[config.mk]
export PLATFORM = sky130hd
export DESIGN_NAME = bcc_ctrl
export DESIGN_NICKNAME = d
export VERILOG_FILES = /design/src/bcc_pkg.sv /design/src/bcc_ctrl.sv
export SDC_FILE = /design/constraint.sdc
export NUM_CORES = 1
export LEC_CHECK = 0
export BUFFER_PORTS_ARGS = -buffer_cell sky130_fd_sc_hd__buf_4
export CORE_ASPECT_RATIO = 1.25
export CORE_MARGIN = 2
export CORE_UTILIZATION = 40
export DETAILED_ROUTE_END_ITERATION = 16
export PLACE_DENSITY_LB_ADDON = 0.3
export SLEW_MARGIN = 15
export SYNTH_ARGS = -nofsm -noshare
export SYNTH_HDL_FRONTEND = slang
export SYNTH_SLANG_ARGS = --single-unit
[constraint.sdc]
create_clock -name i_clk -period 5.3 [get_ports i_clk]
set_clock_uncertainty 0.05 [all_clocks]
set_input_delay 1.59 -clock i_clk [delete_from_list [all_inputs] [get_ports i_clk]]
set_output_delay 1.59 -clock i_clk [all_outputs]
set_load 0.01 [all_outputs]
[src/bcc_pkg.sv]
// Shared types, opcode constants and decode helpers for the byte-coded core.
// Used by the controller, the datapath and the top level; depends on nothing.
package bcc_pkg;

    // Sizes of the architectural stores.
    localparam int BCC_REG_COUNT   = 256;
    localparam int BCC_INSTR_BYTES = 256;
    localparam int BCC_DATA_BYTES  = 4096;

    // A step at or beyond this counter value halts instead of fetching.
    localparam logic [7:0] FETCH_LIMIT = 8'd252;

    // Request kinds.
    localparam logic [1:0] KIND_STEP  = 2'd0;
    localparam logic [1:0] KIND_LOADI = 2'd1;
    localparam logic [1:0] KIND_LOADD = 2'd2;

    // Opcodes.
    localparam logic [7:0] OP_HALT     = 8'h00;
    localparam logic [7:0] OP_ADD      = 8'h01;
    localparam logic [7:0] OP_SUB      = 8'h02;
    localparam logic [7:0] OP_MUL      = 8'h03;
    localparam logic [7:0] OP_DIV      = 8'h04;
    localparam logic [7:0] OP_LD       = 8'h05;
    localparam logic [7:0] OP_ST       = 8'h06;
    localparam logic [7:0] OP_MOV      = 8'h07;
    localparam logic [7:0] OP_ADDI     = 8'h09;
    localparam logic [7:0] OP_SUBI     = 8'h0A;
    localparam logic [7:0] OP_MULI     = 8'h0B;
    localparam logic [7:0] OP_DIVI     = 8'h0C;
    localparam logic [7:0] OP_LDI      = 8'h0D;
    localparam logic [7:0] OP_STI      = 8'h0E;
    localparam logic [7:0] OP_MOVI     = 8'h0F;
    localparam logic [7:0] OP_BR_FIRST = 8'h10;
    localparam logic [7:0] OP_BR_LAST  = 8'h1E;

    // Branch condition codes.
    localparam logic [3:0] CC_EQ = 4'h0;
    localparam logic [3:0] CC_NE = 4'h1;
    localparam logic [3:0] CC_CS = 4'h2;
    localparam logic [3:0] CC_CC = 4'h3;
    localparam logic [3:0] CC_MI = 4'h4;
    localparam logic [3:0] CC_PL = 4'h5;
    localparam logic [3:0] CC_VS = 4'h6;
    localparam logic [3:0] CC_VC = 4'h7;
    localparam logic [3:0] CC_HI = 4'h8;
    localparam logic [3:0] CC_LS = 4'h9;
    localparam logic [3:0] CC_GE = 4'hA;
    localparam logic [3:0] CC_LT = 4'hB;
    localparam logic [3:0] CC_GT = 4'hC;
    localparam logic [3:0] CC_LE = 4'hD;

    typedef struct packed {
        logic [1:0]  kind;
        logic [11:0] load_addr;
        logic [7:0]  load_byte;
    } t_req;

    typedef struct packed {
        logic               halted;
        logic [7:0]         pc;
        logic               reg_written;
        logic [7:0]         reg_index;
        logic signed [31:0] reg_value;
        logic               flag_n;
        logic               flag_z;
        logic               flag_c;
        logic               flag_v;
    } t_rsp;

    // Instruction classes as the controller sees them.
    typedef enum logic [2:0] {
        OC_HALT, OC_ALU, OC_DIV, OC_LOAD, OC_STORE, OC_BRANCH, OC_NOP
    } t_opclass;

    typedef enum logic [3:0] {
        S_IDLE, S_FETCH, S_DEC, S_RD, S_EX, S_DIV, S_DFIN, S_MEM, S_LTAIL, S_WB, S_DONE
    } t_state;

    // Commands from the controller to the datapath.
    typedef struct packed {
        logic       accept;
        logic       fetch_rd;
        logic       ins_shift;
        logic       pc_adv;
        logic       rf_rd;
        logic       ex;
        logic       div_step;
        logic       div_fin;
        logic       mem_rd;
        logic       mem_wr;
        logic       ld_shift;
        logic       wb;
        logic       set_halt;
        logic [1:0] cnt;
    } t_cmd;

    // Status from the datapath to the controller.
    typedef struct packed {
        logic     halted;
        logic     pc_end;
        logic     addr_ok;
        t_opclass opc;
    } t_sts;

    function automatic t_opclass decode_op(input logic [7:0] op);
        t_opclass c;
        c = OC_NOP;
        if (op == OP_HALT) begin
            c = OC_HALT;
        end else if (op inside {OP_ADD, OP_SUB, OP_MUL, OP_MOV,
                                OP_ADDI, OP_SUBI, OP_MULI, OP_MOVI}) begin
            c = OC_ALU;
        end else if (op inside {OP_DIV, OP_DIVI}) begin
            c = OC_DIV;
        end else if (op inside {OP_LD, OP_LDI}) begin
            c = OC_LOAD;
        end else if (op inside {OP_ST, OP_STI}) begin
            c = OC_STORE;
        end else if (op inside {[OP_BR_FIRST:OP_BR_LAST]}) begin
            c = OC_BRANCH;
        end
        return c;
    endfunction

    // Flags are packed as {n, z, c, v}.
    function automatic logic cond_met(input logic [3:0] cc, input logic [3:0] f);
        logic n, z, c, v, r;
        n = f[3];
        z = f[2];
        c = f[1];
        v = f[0];
        case (cc)
            CC_EQ:   r = z;
            CC_NE:   r = !z;
            CC_CS:   r = c;
            CC_CC:   r = !c;
            CC_MI:   r = n;
            CC_PL:   r = !n;
            CC_VS:   r = v;
            CC_VC:   r = !v;
            CC_HI:   r = c && !z;
            CC_LS:   r = !c || z;
            CC_GE:   r = n == v;
            CC_LT:   r = n != v;
            CC_GT:   r = !z && (n == v);
            CC_LE:   r = z || (n != v);
            default: r = 1'b1;
        endcase
        return r;
    endfunction

endpackage

[src/bcc_ctrl.sv]
// Sequencing state machine of the byte-coded core.
// Depends on bcc_pkg; drives the datapath through the command struct.
module bcc_ctrl (
    input  logic          i_clk,
    input  logic          i_rst_n,
    input  logic          i_start,
    input  logic [1:0]    i_kind,
    input  bcc_pkg::t_sts i_sts,
    output bcc_pkg::t_cmd o_cmd,
    output logic          o_busy,
    output logic          o_done
);
    import bcc_pkg::*;

    t_state     r_state, n_state;
    logic [4:0] r_cnt, n_cnt;
    logic       w_acc;

    assign w_acc = i_start && (r_state == S_IDLE);

    // State and step counter registers.
    always_ff @(posedge i_clk) begin
        if (!i_rst_n) begin
            r_state <= S_IDLE;
            r_cnt   <= '0;
        end else begin
            r_state <= n_state;
            r_cnt   <= n_cnt;
        end
    end

    // Next state.
    always_comb begin
        n_state = r_state;
        n_cnt   = r_cnt + 5'd1;
        case (r_state)
            S_IDLE: begin
                n_cnt = '0;
                if (i_start) begin
                    if (i_kind == KIND_STEP && !i_sts.halted && !i_sts.pc_end) begin
                        n_state = S_FETCH;
                    end else begin
                        n_state = S_DONE;
                    end
                end
            end
            S_FETCH: begin
                if (r_cnt[1:0] == 2'd3) begin
                    n_state = S_DEC;
                end
            end
            S_DEC: n_state = S_RD;
            S_RD: begin
                if (i_sts.opc == OC_HALT || i_sts.opc == OC_NOP) begin
                    n_state = S_DONE;
                end else begin
                    n_state = S_EX;
                end
            end
            S_EX: begin
                n_cnt = '0;
                case (i_sts.opc)
                    OC_ALU:   n_state = S_WB;
                    OC_DIV:   n_state = S_DIV;
                    OC_LOAD,
                    OC_STORE: n_state = i_sts.addr_ok ? S_MEM : S_DONE;
                    default:  n_state = S_DONE;
                endcase
            end
            S_DIV: begin
                if (r_cnt == 5'd31) begin
                    n_state = S_DFIN;
                end
            end
            S_DFIN: n_state = S_WB;
            S_MEM: begin
                if (r_cnt[1:0] == 2'd3) begin
                    n_state = (i_sts.opc == OC_LOAD) ? S_LTAIL : S_DONE;
                end
            end
            S_LTAIL: n_state = S_WB;
            S_WB:    n_state = S_DONE;
            S_DONE:  n_state = S_IDLE;
            default: n_state = S_IDLE;
        endcase
    end

    // Commands.
    always_comb begin
        o_cmd           = '0;
        o_cmd.cnt       = r_cnt[1:0];
        o_cmd.accept    = w_acc;
        o_cmd.fetch_rd  = (r_state == S_FETCH);
        o_cmd.ins_shift = ((r_state == S_FETCH) && (r_cnt[1:0] != 2'd0))
                          || (r_state == S_DEC);
        o_cmd.pc_adv    = (r_state == S_DEC);
        o_cmd.rf_rd     = (r_state == S_RD);
        o_cmd.ex        = (r_state == S_EX);
        o_cmd.div_step  = (r_state == S_DIV);
        o_cmd.div_fin   = (r_state == S_DFIN);
        o_cmd.mem_rd    = (r_state == S_MEM) && (i_sts.opc == OC_LOAD);
        o_cmd.mem_wr    = (r_state == S_MEM) && (i_sts.opc == OC_STORE);
        o_cmd.ld_shift  = ((r_state == S_MEM) && (i_sts.opc == OC_LOAD)
                           && (r_cnt[1:0] != 2'd0)) || (r_state == S_LTAIL);
        o_cmd.wb        = (r_state == S_WB);
        o_cmd.set_halt  = (w_acc && i_kind == KIND_STEP && !i_sts.halted && i_sts.pc_end)
                          || ((r_state == S_RD) && (i_sts.opc == OC_HALT));
        o_busy          = (r_state != S_IDLE);
        o_done          = (r_state == S_DONE);
    end

endmodule

# == Word-level counts from Yosys, hierarchy flattened ==
# Cells that the tools add are included.
# totals
inputBits,11
output_inout_bits,17
regBits,9
wordCells,61
# classes
n_bitwise,1
eq_ne,21
muxes,10
n_addsub,1
reduce_logical,26
# op_table
op,n
one-hot mux 4 bit (9 select lines),1
2-to-1 mux 4 bit,7
"equality test 4 x 3 -> 1 bit, second input constant",4
"equality test 4 bit, second input constant",3
one-hot mux 4 bit (3 select lines),1
logical AND 1 bit,11
"equality test 4 x 2 -> 1 bit, second input constant",2
"equality test 3 x 2 -> 1 bit, second input constant",2
"equality test 3 bit, second input constant",2
"adder 5 x 1 -> 5 bit, second input constant",1
"equality test 5 bit, second input constant",1
"equality test 4 x 1 -> 1 bit, second input constant",1
zero test 4 bit,1
logical OR 1 bit,4
"!= test 2 x 1 -> 1 bit, second input constant",2
"!= test 2 bit, second input constant",2
AND reduction 4 bit,1
nonzero test 4 bit,1
OR reduction 2 bit,2
"equality test 3 x 1 -> 1 bit, second input constant",1
zero test 3 bit,1
OR reduction 3 bit,1
"equality test 2 bit, second input constant",1
zero test 1 bit,2
other kinds (4),4

# == Logic depth before layout (Yosys ltp) ==
# Gate-level depths: netlist of run 1.
# depth
word_depth,6
depth_mapped,7
mapped_depth_nobuf,7

# == Worst setup path before layout of run 1 ==
# No wires, ideal clock.
# synth_timing
kind,input to output
startpoint,input i_sts[0] in the netlist's numbering
endpoint,output o_cmd[4] in the netlist's numbering
arrival_time_ns,2.481
t_required_ns,3.660
cell_stages,4
setup_slack_ns,1.179
n_path_buf,1
path_cell_list,clkbuf_1 > nand3b_1 > nor3_1 > a32o_1
# synth_rtl
item,line,rtl
start: declaration,bcc_ctrl.sv:8,"input bcc_pkg::t_sts i_sts,"
end: declaration,bcc_ctrl.sv:9,"output bcc_pkg::t_cmd o_cmd,"

==> insert_results.sql, run 1 <==
INSERT INTO impl_metrics (metric_group, metric, value, unit) VALUES
('run_status', 'outcome', 'completed', ''),
('timing', 'final_count_of_negative_setup_slack_endpoints', '0', ''),
('logic_synthesis', 'muxShareOfSynthArea', '0', '%'),
('routing', 'drtIter0Drc', '15', ''),
('final_layout', 'area_growth', '20.8', '%'),
('cts', 'post_cts_hold_buffer_count', '0', ''),
('logic_synthesis', 'postSynth.asyncResetShare', '0', '%'),
('power', 'seq_power_share', '33.5', '%'),
('logic_synthesis', 'synthDistinctLibCells', '42', ''),
('logic_synthesis', 'synth_edf_count', '0', ''),
('power', 'ir_worst_vdd', '195', 'uV'),
('flow_run', 'drv_cap', '0', ''),
('logic_synthesis', 'syn_avg_cell_area', '7.63', 'um2'),
('cts', 'post_cts_buffers', '0', ''),
('cts', 'cts_repair_resize_count', '0', ''),
('logic_synthesis', 'postSynthRegisterBits', '9', ''),
('power', 'power_density', '409', 'nW/um2'),
('routing', 'remaining_drc_errors', '0', ''),
('routing', 'drt_wl_total', '2010', 'um'),
('timing', 'measured_slew_at_the_worst_slew_check_pin', '687', 'ps'),
('worst_setup_path', 'cp.required', '3660', 'ps'),
('logic_synthesis', 'synth_top_cells_by_area', 'dfxtp_1 (21%), nor2_1 (6.6%), nor3_1 (4.7%), ha_1 (4.4%), nand2b_1 (3.7%)', ''),
('worst_setup_path', 'cp-endpoint', 'o_cmd[5]', ''),
('final_layout', 'fill_cells', '209', ''),
('worst_setup_path', 'crit_path_max_fanout', '6', ''),
('worst_setup_path', 'critical_path.startpoint_type', 'primary input', ''),
('power', 'leakagePower', '0.435', 'nW'),
('logic_synthesis', 'synthDominantAreaCellType', 'dfxtp_1', ''),
('final_layout', 'finalNetCount', '145', ''),
('cts', 'cts.clk_slew.worst_paths', '60', 'ps'),
('floorplan', 'floorplan.die.height', '55.5', 'um'),
('floorplan', 'initial_utilization', '42.7', '%'),
('timing', 'worst_slew_margin_rel', '54.2', '%'),
('global_route', 'grt_pass1_vias', '823', ''),
('final_layout', 'postLayoutCoreUtil', '51.6', '%'),
('power', 'power_report.internal_total', '0.000229', 'W'),
('floorplan', 'core.rowCount', '18', ''),
('global_route', 'antenna_found_initial', '0', ''),
('floorplan', 'fp.dieArea', '2500', 'um2'),
('timing', 'slew_viol_final', '0', ''),
('routing', 'drt-vias-per-instance', '5.79', ''),
('logic_synthesis', 'instance_count_of_the_mapped_netlist', '111', ''),
('global_route', 'largest_net_degree_at_the_start_of_global_routing', '21', ''),
('cts', 'cts_made_buffers', '3', ''),
('floorplan', 'fp.dieW', '45.2', 'um'),
('worst_setup_path', 'timing.rr.end', 'r_state[0]$_SDFFE_PN0P_', ''),
('logic_synthesis', 'yosys.area_share.adder', '4.43', '%'),
('placed_design', 'dp_hpwl', '1560', 'um'),
('global_route', 'total_gr_overflow', '0', ''),
('floorplan', 'top_level_ports', '28', ''),
('cts', 'clock_tree_buf_depth', '2', ''),
('routing', 'drtPass1Iterations', '4', ''),
('logic_synthesis', 'yosys_warnings', '0', ''),
('placed_design', 'finalWeightedCongestion', '0.738', ''),
('timing', 'post-route-min-period', '4080', 'ps'),
('power', 'pwr-share-comb', '53.7', '%'),
('timing', 'final_hold_viol_count', '0', ''),
('final_layout', 'number_of_antenna_diodes', '0', ''),
('timing', 'achievable-frequency', '245', 'MHz'),
('logic_synthesis', 'syn_nets', '125', ''),
('worst_setup_path', 'r2r.worst_path.cells', '7', ''),
('global_route', 'grt_first_pass_wirelength', '3350', 'um'),
('logic_synthesis', 'post_synth_and_or_nand_nor_area_fraction', '32.3', '%'),
('cts', 'tritoncts', 'done', ''),
('worst_setup_path', 'crit_path_end_kind', 'output port', ''),
('timing', 'layout_worst_path_cycle_share', '77.0', '%'),
('routing', 'final_antenna_net_count', '0', ''),
('routing', 'vias', '868', ''),
('worst_setup_path', 'critPathArrivalTime', '2440', 'ps'),
('timing', 'tns', '0', 'ps'),
('logic_synthesis', 'synth_compound_area_share', '23.0', '%');
[worst max-delay path, cell delays in order]
cell     delay (ps)
buf_4           130
nor3b_1         320
nor3b_1         240
buf_4           150
[power groups by stage]
stage | registers (W) | clock network [W] | logic, W
after floorplan | 0.0000931 | 0 | 0.000212
after global placement | 0.000139 | 0 | 0.000223
after detailed placement | 0.000141 | 0 | 0.000226
after CTS | 0.000140 | 0.0000559 | 0.000226
after global routing | 0.000146 | 0.0000602 | 0.000250
final | 0.000140 | 0.0000536 | 0.000225
[area by class of cell]
class / instances / area, um2 / share of cell area (%)
Tap cell: 20 / 25.0 / 2.44
Inverter: 8 / 30.0 / 2.93
Clock buffer: 4 / 26.3 / 2.57
Multi-Input combinational cell: 82 / 559 / 54.6
Sequential cell: 9 / 180 / 17.6
Timing Repair Buffer: 27 / 203 / 19.8
[cells by family (layout without fill, tap and decap cells)]
family                   Yosys count  after routing
adder cells (fa/ha/maj)            3              3
AND/OR/NAND/NOR                   50             50
AO/OA/AOI/OAI                     23             23
buffers and inverters             20             39
flip-flops                         9              9
XOR/XNOR                           6              6
[per-layer routing]
metal | routed length [um] | global-route usage, % | vias up | part of all wire, %
li1 | - | - | 436 | -
met1 | 871 | 20.6 | 393 | 43
met2 | 953 | 27.8 | 34 | 47
met3 | 142 | 3.92 | 5 | 7.1
met4 | 46 | 11.3 | 0 | 2.3
met5 | 0 | 0 | - | 0
[how the worst min path moves through the flow]
| stage | startpoint | to | cells after the start | slack (ps) |
|---|---|---|---|---|
| global route | r_cnt[0]$_SDFF_PP0_ | r_cnt[0]$_SDFF_PP0_ | 1 | 460 |
| detailed placement | r_cnt[0]$_SDFF_PP0_ | r_cnt[0]$_SDFF_PP0_ | 1 | 420 |
| floorplan | r_cnt[0]$_SDFF_PP0_ | r_cnt[0]$_SDFF_PP0_ | 1 | 390 |
| finish | r_cnt[0]$_SDFF_PP0_ | r_cnt[0]$_SDFF_PP0_ | 1 | 430 |
| CTS | r_cnt[0]$_SDFF_PP0_ | r_cnt[0]$_SDFF_PP0_ | 1 | 430 |
| global placement | r_cnt[0]$_SDFF_PP0_ | r_cnt[0]$_SDFF_PP0_ | 1 | 410 |
[sequential cells by signal (all words and copies together), names as in the netlist]
register	flops
r_cnt	5
r_state	4
[layout by cell type (no fill, tap or decap), drive strengths merged, types with 2 or more instances in the layout]
| cell | count |
|---|---|
| xnor2 | 3 |
| a311oi | 2 |
| nor4 | 2 |
| o21ai | 4 |
| a32o | 2 |
| o31ai | 2 |
| and3 | 2 |
| ha | 3 |
| nand3 | 2 |
| inv | 8 |
| clkbuf | 4 |
| nor2b | 2 |
| buf | 27 |
| nor3b | 3 |
| nor4b | 2 |
| nand2 | 4 |
| nor3 | 8 |
| o211ai | 2 |
| dfxtp | 9 |
| nand2b | 5 |
| nor2 | 15 |
| xor2 | 3 |
| nand3b | 2 |
[per-stage QoR]
stage	instance area, um2	cells	worst slack [ps]	total power (W)
final	1020	150	1220	0.000419
after global placement	997	146	1270	0.000362
after CTS	1020	150	1220	0.000422
after detailed placement	997	146	1220	0.000367
after floorplan	847	111	1180	0.000305
after global routing	1020	150	1120	0.000455
Note: power is estimated with default switching activity, not from simulation.
==> inputs of run 2 (changes only) <==
clock period = 4 ns   (was 5.3 ns; I/O delays follow)
==> insert_results.sql, run 2 (synthesis gave the netlist of run 1 again) <==
INSERT INTO impl_metrics (metric_group, metric, value, unit) VALUES
('final_layout', 'number_of_antenna_diodes', '0', ''),
('cts', 'clock_tree_buf_depth', '2', ''),
('cts', 'cts_repair_resize_count', '0', ''),
('worst_setup_path', 'critPathArrivalTime', '2060', 'ps'),
('power', 'power_report.internal_total', '0.000303', 'W'),
('global_route', 'grt_pass1_vias', '806', ''),
('global_route', 'antenna_found_initial', '0', ''),
('timing', 'post-route-min-period', '3310', 'ps'),
('global_route', 'largest_net_degree_at_the_start_of_global_routing', '21', ''),
('global_route', 'globalRouteMet1Util', '21.3', '%'),
('placed_design', 'port_buffers', '27', ''),
('floorplan', 'core.rowCount', '18', ''),
('global_route', 'grtUsageMet2', '28.6', '%'),
('final_layout', 'proportion_of_layout_cells_with_a_drive_suffix_above_1', '26.9', '%'),
('cts', 'ctsRootBufferMaster', 'clkbuf_4', ''),
('timing', 'achievable-frequency', '302', 'MHz'),
('worst_setup_path', 'criticalPathCategory', 'primary input to output port', ''),
('min_path', 'min_path_type', 'flip-flop to flip-flop', ''),
('floorplan', 'fp.dieArea', '2500', 'um2'),
('final_layout', 'area_growth', '20.8', '%'),
('floorplan', 'top_level_ports', '28', ''),
('placed_design', 'finalWeightedCongestion', '0.736', ''),
('global_route', 'global_route_layer_with_the_greatest_usage', 'met2', ''),
('routing', 'drt-wirelength-per-cell', '13.4', 'um'),
('worst_setup_path', 'timing.rr.end', 'r_state[0]$_SDFFE_PN0P_', ''),
('cts', 'tritoncts', 'done', ''),
('worst_setup_path', 'critical_path.startpoint_type', 'primary input', ''),
('final_layout', 'final_common_cell', 'buf_4', ''),
('timing', 'rsz0062_at_grt', 'false', ''),
('cts', 'post_cts_hold_buffer_count', '0', ''),
('power', 'seq_power_share', '33.9', '%'),
('final_layout', 'regMostFlops', 'r_cnt', ''),
('min_path', 'worst_hold_startpoint', 'r_cnt[0]$_SDFF_PP0_', ''),
('timing', 'tns', '0', 'ps'),
('routing', 'drt_wl_total', '2000', 'um'),
('timing', 'measured_slew_at_the_worst_slew_check_pin', '669', 'ps'),
('timing', 'worst_slack', '687', 'ps'),
('power', 'leakagePower', '0.435', 'nW'),
('flow_run', 'drv_cap', '0', ''),
('worst_setup_path', 'reg2reg_slack', '2000', 'ps'),
('final_layout', 'final_cell_mix', 'buf_4 (27), nor2_1 (15), dfxtp_1 (9)', ''),
('final_layout', 'finalNetCount', '145', ''),
('timing', 'final_hold_viol_count', '0', ''),
('routing', 'vias', '848', ''),
('cts', 'clock_sinks', '9', ''),
('timing', 'worst_slew_margin_rel', '55.3', '%'),
('cts', 'cts_made_buffers', '3', ''),
('final_layout', 'reg_top3', 'r_cnt: 5 flops, r_state: 4 flops', ''),
('placed_design', 'dpl_worst_slack', '718', 'ps'),
('worst_setup_path', 'cp_cell_sequence', 'buf_4, nor3b_1, nor3b_1, buf_4', ''),
('power', 'ir_worst_vdd', '286', 'uV'),
('power', 'pwr-share-comb', '53.9', '%'),
('cts', 'ctsHtreeMaxLevel', '1', ''),
('worst_setup_path', 'worst_path_largest_cell_delay', '310', 'ps'),
('cts', 'worstSkewPairLatency', '250', 'ps'),
('worst_setup_path', 'crit_path_end_kind', 'output port', ''),
('run_status', 'outcome', 'completed', ''),
('global_route', 'total_gr_overflow', '0', ''),
('timing', 'final_count_of_negative_setup_slack_endpoints', '0', ''),
('power', 'power_dissipated_by_switching_net_loads', '0.000246', 'W'),
('worst_setup_path', 'cp.required', '2750', 'ps'),
('worst_setup_path', 'critPathSlowestCell', 'nor3b_1', ''),
('routing', 'drtPass1Iterations', '4', ''),
('min_path', 'timing.hold.worst_path_depth', '1', ''),
('routing', 'drt-vias-per-instance', '5.65', ''),
('placed_design', 'dp_hpwl', '1570', 'um'),
('global_route', 'groute.usage.overall', '17.1', '%'),
('min_path', 'hold-path-endpoint', 'r_cnt[0]$_SDFF_PP0_', ''),
('routing', 'final_antenna_net_count', '0', ''),
('global_route', 'grt_first_pass_wirelength', '3380', 'um'),
('routing', 'remaining_drc_errors', '0', ''),
('routing', 'drtIter0Drc', '14', ''),
('cts', 'post_cts_buffers', '0', ''),
('floorplan', 'initial_utilization', '42.7', '%'),
('timing', 'slew_viol_final', '0', ''),
('power', 'share_clk_of_total_power', '12.1', '%'),
('final_layout', 'largest_register_ffs', '5', ''),
('floorplan', 'floorplan.die.height', '55.5', 'um'),
('global_route', 'use_met3', '1.96', '%'),
('cts', 'cts.clk_slew.worst_paths', '60', 'ps'),
('power', 'power_density', '536', 'nW/um2'),
('floorplan', 'fp.dieW', '45.2', 'um'),
('worst_setup_path', 'r2r.worst_path.cells', '7', ''),
('power', 'p_sw_share', '44.8', '%'),
('timing', 'layout_worst_path_cycle_share', '82.8', '%'),
('worst_setup_path', 'worst_r2r_startpoint', 'r_cnt[0]$_SDFF_PP0_', ''),
('floorplan', 'core', '1980', 'um2'),
('worst_setup_path', 'crit_path_max_fanout', '6', '');
run 2: cell counts in the layout (fill, tap and decap cells not counted):
Identical to the previous run, type by type.
run 2: area by class of cell:
cell class	count	area (um2)
well taps	20	25.0
flip-flops and latches	9	180
repair buffers	27	203
clock buffers	4	26.3
multi-input cells	82	559
fillers	198	958
inverters	8	30.0
run 2: stage by stage:
step	instances	area [um2]	total power (W)	utilization (%)	hold slack, ps
2_1_floorplan	111	847	0.000404	-	391
3_3_place_gp	146	997	0.000480	50.3	405
3_5_place_dp	146	997	0.000484	50.3	418
4_1_cts	150	1020	0.000554	51.6	431
5_1_grt	150	1020	0.000598	51.6	451
6_report	150	1020	0.000548	51.6	428
run 2: worst max-delay path, delay by kind of cell:
| kind | cells | cell delay (ps) |
|---|---|---|
| and+or+nand+nor | 2 | 570 |
| buffers and inverters | 2 | 290 |
run 2: routing by layer:
metal	up-vias	routed length, um
met5	-	0
li1	434	-
met1	383	874
met3	2	123
met2	29	989
met4	0	16
run 2: power by group through the flow:
stage          logic [W]  registers (W)  clock network, W
6_report        0.000296       0.000186         0.0000665
3_5_place_dp    0.000298       0.000186                 0
3_3_place_gp    0.000295       0.000185                 0
4_1_cts         0.000299       0.000185         0.0000704
2_1_floorplan   0.000281       0.000123                 0
5_1_grt         0.000329       0.000193         0.0000752
run 2: how the worst max path moves through the flow:
stage,depth (start not counted),end,startpoint
final,4,o_cmd[5],i_sts[1]
after global routing,4,o_cmd[5],i_sts[1]
after CTS,4,o_cmd[5],i_sts[1]
after detailed placement,4,o_cmd[5],i_sts[1]
after global placement,5,o_cmd[4],i_sts[2]
after floorplan,4,o_cmd[4],i_sts[0]
==> inputs of run 3 (changes only) <==
ABC_AREA = 1   (was unset)
clock period = 3.05 ns   (was 4 ns; I/O delays follow)
==> insert_results.sql, run 3 <==
INSERT INTO impl_metrics (metric_group, metric, value, unit) VALUES
('final_layout', 'regMostFlops', 'r_cnt', ''),
('logic_synthesis', 'synth_top_cells_by_area', 'dfxtp_1 (23%), nand2_1 (15%), inv_1 (9.9%), nor2_1 (9.9%), nand3_1 (8.2%)', ''),
('min_path', 'timing.hold.worst_path_depth', '1', ''),
('cts', 'post_cts_hold_buffer_count', '0', ''),
('logic_synthesis', 'synth.cell_area', '798', 'um2'),
('cts', 'worstSkewPairLatency', '260', 'ps'),
('floorplan', 'fp.dieW', '44.0', 'um'),
('placed_design', 'finalWeightedCongestion', '0.857', ''),
('worst_setup_path', 'timing.critical_path.max_delay_family', 'buffers and inverters', ''),
('final_layout', 'area_growth', '29.0', '%'),
('worst_setup_path', 'timing.critical_path.buf_inv', '3', ''),
('timing', 'slew_viol_final', '0', ''),
('logic_synthesis', 'synth_edf_count', '0', ''),
('power', 'ir_worst_vdd', '506', 'uV'),
('floorplan', 'initial_utilization', '41.2', '%'),
('floorplan', 'core', '1940', 'um2'),
('timing', 'post-route-min-period', '2750', 'ps'),
('timing', 'layout_worst_path_cycle_share', '90.1', '%'),
('logic_synthesis', 'postSynthRegisterBits', '9', ''),
('routing', 'drtPass1Iterations', '4', ''),
('cts', 'cts_repair_resize_count', '0', ''),
('worst_setup_path', 'cp_cell_sequence', 'buf_4, inv_1, nand3_1, o32ai_1, buf_4', ''),
('floorplan', 'top_level_ports', '28', ''),
('timing', 'rsz0062_at_grt', 'false', ''),
('timing', 'achievable-frequency', '364', 'MHz'),
('flow_run', 'drv_cap', '0', ''),
('logic_synthesis', 'syn_avg_cell_area', '6.00', 'um2'),
('logic_synthesis', 'postSynth.asyncResetShare', '0', '%'),
('logic_synthesis', 'synthDominantAreaCellType', 'dfxtp_1', ''),
('routing', 'final_antenna_net_count', '0', ''),
('final_layout', 'largest_register_ffs', '5', ''),
('worst_setup_path', 'crit_path_max_fanout', '4', ''),
('timing', 'measured_slew_at_the_worst_slew_check_pin', '358', 'ps'),
('routing', 'drtIter0Drc', '9', ''),
('cts', 'cts.clk_slew.worst_paths', '60', 'ps'),
('logic_synthesis', 'ys_dominant_reg_cell', 'dfxtp_1', ''),
('timing', 'worst_slew_margin_rel', '76.0', '%'),
('power', 'power_density', '751', 'nW/um2'),
('final_layout', 'final_common_cell', 'nand2_1', ''),
('routing', 'drt_wl_total', '1880', 'um'),
('timing', 'final_count_of_negative_setup_slack_endpoints', '0', ''),
('global_route', 'grt_pass1_vias', '775', ''),
('cts', 'ctsHtreeMaxLevel', '1', ''),
('worst_setup_path', 'worstSetupPathDepth', '5', ''),
('worst_setup_path', 'cp.required', '2080', 'ps'),
('cts', 'ctsRootBufferMaster', 'clkbuf_4', ''),
('logic_synthesis', 'synth_commonest_cells', 'nand2_1 (31), inv_1 (21), nor2_1 (21), nand3_1 (13), dfxtp_1 (9)', ''),
('timing', 'final_hold_viol_count', '0', ''),
('placed_design', 'dp_hpwl', '1610', 'um'),
('cts', 'clock_tree_buf_depth', '2', ''),
('floorplan', 'floorplan.die.height', '53.9', 'um'),
('cts', 'post_cts_buffers', '0', ''),
('timing', 'tns', '0', 'ps'),
('cts', 'tritoncts', 'done', ''),
('logic_synthesis', 'instance_count_of_the_mapped_netlist', '133', ''),
('final_layout', 'fill_cells', '209', ''),
('worst_setup_path', 'criticalPathCategory', 'primary input to output port', ''),
('final_layout', 'final_cell_mix', 'nand2_1 (31), buf_4 (27), inv_1 (21), nor2_1 (21), nand3_1 (13)', ''),
('worst_setup_path', 'critical-path-top-cell-by-count', 'buf_4', ''),
('routing', 'vias', '870', ''),
('final_layout', 'reg_top3', 'r_cnt: 5 flops, r_state: 4 flops', ''),
('global_route', 'largest_net_degree_at_the_start_of_global_routing', '7', ''),
('power', 'leakagePower', '0.538', 'nW'),
('min_path', 'min_path_type', 'flip-flop to flip-flop', ''),
('global_route', 'total_gr_overflow', '0', ''),
('floorplan', 'fp.dieArea', '2370', 'um2'),
('run_status', 'outcome', 'completed', ''),
('cts', 'cts_made_buffers', '3', ''),
('final_layout', 'number_of_antenna_diodes', '0', ''),
('final_layout', 'multiInputGateArea', '498', 'um2'),
('final_layout', 'proportion_of_layout_cells_with_a_drive_suffix_above_1', '28.6', '%'),
('final_layout', 'area_of_all_sequential_standard_cells', '180', 'um2'),
('cts', 'clock_sinks', '9', ''),
('routing', 'remaining_drc_errors', '0', ''),
('logic_synthesis', 'yosys_warnings', '0', ''),
('power', 'totalPowerFinal', '0.000773', 'W'),
('worst_setup_path', 'r2r.worst_path.cells', '10', ''),
('logic_synthesis', 'synth-seq-area-share', '22.6', '%'),
('worst_setup_path', 'critical_path.startpoint_type', 'primary input', ''),
('routing', 'drt-vias-per-instance', '4.81', ''),
('global_route', 'groute.usage.overall', '17.0', '%'),
('routing', 'drt-wirelength-per-cell', '10.4', 'um'),
('logic_synthesis', 'synthDominantCellAreaShare', '22.6', '%'),
('global_route', 'grt_first_pass_wirelength', '3030', 'um'),
('logic_synthesis', 'leading_cell_type_by_number_of_instances_after_synthesis', 'nand2_1', ''),
('placed_design', 'port_buffers', '27', ''),
('worst_setup_path', 'critPathSlowestCell', 'o32ai_1', ''),
('global_route', 'antenna_found_initial', '0', ''),
('final_layout', 'finalNetCount', '176', ''),
('logic_synthesis', 'synthDistinctLibCells', '21', ''),
('worst_setup_path', 'crit_path_end_kind', 'output port', ''),
('floorplan', 'core.rowCount', '18', ''),
('logic_synthesis', 'syn_nets', '147', ''),
('worst_setup_path', 'worst_path_largest_cell_delay', '310', 'ps'),
('worst_setup_path', 'critPathArrivalTime', '1780', 'ps');
==> run 3: cell types whose count changed in the layout (fill, tap and decap cells not counted), moves of 4 or more <==
cell	before	now
nand2_1	4	31
inv_1	7	21
nand3_1	2	13
nor3_1	8	1
a21oi_1	0	6
nor2_1	15	21
nand2b_1	5	0
nor2_4	0	5
inv_2	1	5
==> run 3: stage by stage <==
stage	hold WS [ps]	util, %	cells	cell area [um2]	worst slack [ps]
2_1_floorplan	391	-	133	798	553
3_3_place_gp	411	51.8	177	1000	377
3_5_place_dp	416	51.8	177	1000	310
4_1_cts	433	53.2	181	1030	299
5_1_grt	453	53.2	181	1030	242
6_report	437	53.2	181	1030	301
==> run 3: worst reg2reg max path, cell delays in order (launching register included) <==
cell	delay [ps]
dfxtp_1	390
ha_1	210
nand2_1	80
nor2_1	90
ha_1	140
inv_1	30
nand2_1	80
nand2_2	70
nor2_4	130
nand2_1	60
a21oi_1	130
==> run 3: layer usage <==
metal  routed length, um  vias to the layer above  global-route usage, %
met1                 704                      390                   17.5
met2                1090                       16                   32.8
met3                  74                        2                   1.34
met4                   4                        0                   10.1
met5                   0                        -                      0
li1                    -                      462                      -
==> run 3: final timing paths <==
path,startpoint,to,slack (ps)
worst max-delay path,i_sts[2],o_cmd[4],300
worst min register to register,r_cnt[0]$_SDFF_PP0_,r_cnt[0]$_SDFF_PP0_,440
worst min-delay path,r_cnt[0]$_SDFF_PP0_,r_cnt[0]$_SDFF_PP0_,440
worst max register to register,r_cnt[0]$_SDFF_PP0_,r_state[0]$_SDFFE_PN0P_,1500
==> run 3: cell families after synthesis <==
kind of cell	share of synthesized area [%]
simple gates	46.7
buf+inv	15.0
flops	22.6
fa+ha+maj	4.70
compound gates	11.0
==> run 3: cell type report <==
cell class                      count  share of cell area, %
Clock buffer                        4                   2.55
Tap cell                           20                   2.43
Timing Repair Buffer               27                   19.7
Inverter                           26                   9.48
Sequential cell                     9                   17.5
Multi-Input combinational cell     95                   48.4
==> run 3: power by group <==
part	internal [W]	switching, W	leakage [nW]
Clock	0.0000504	0.0000416	0.0150
Sequential	0.000146	0.0000413	0.0734
Combinational	0.000201	0.000292	0.449
Total	0.000398	0.000375	0.538
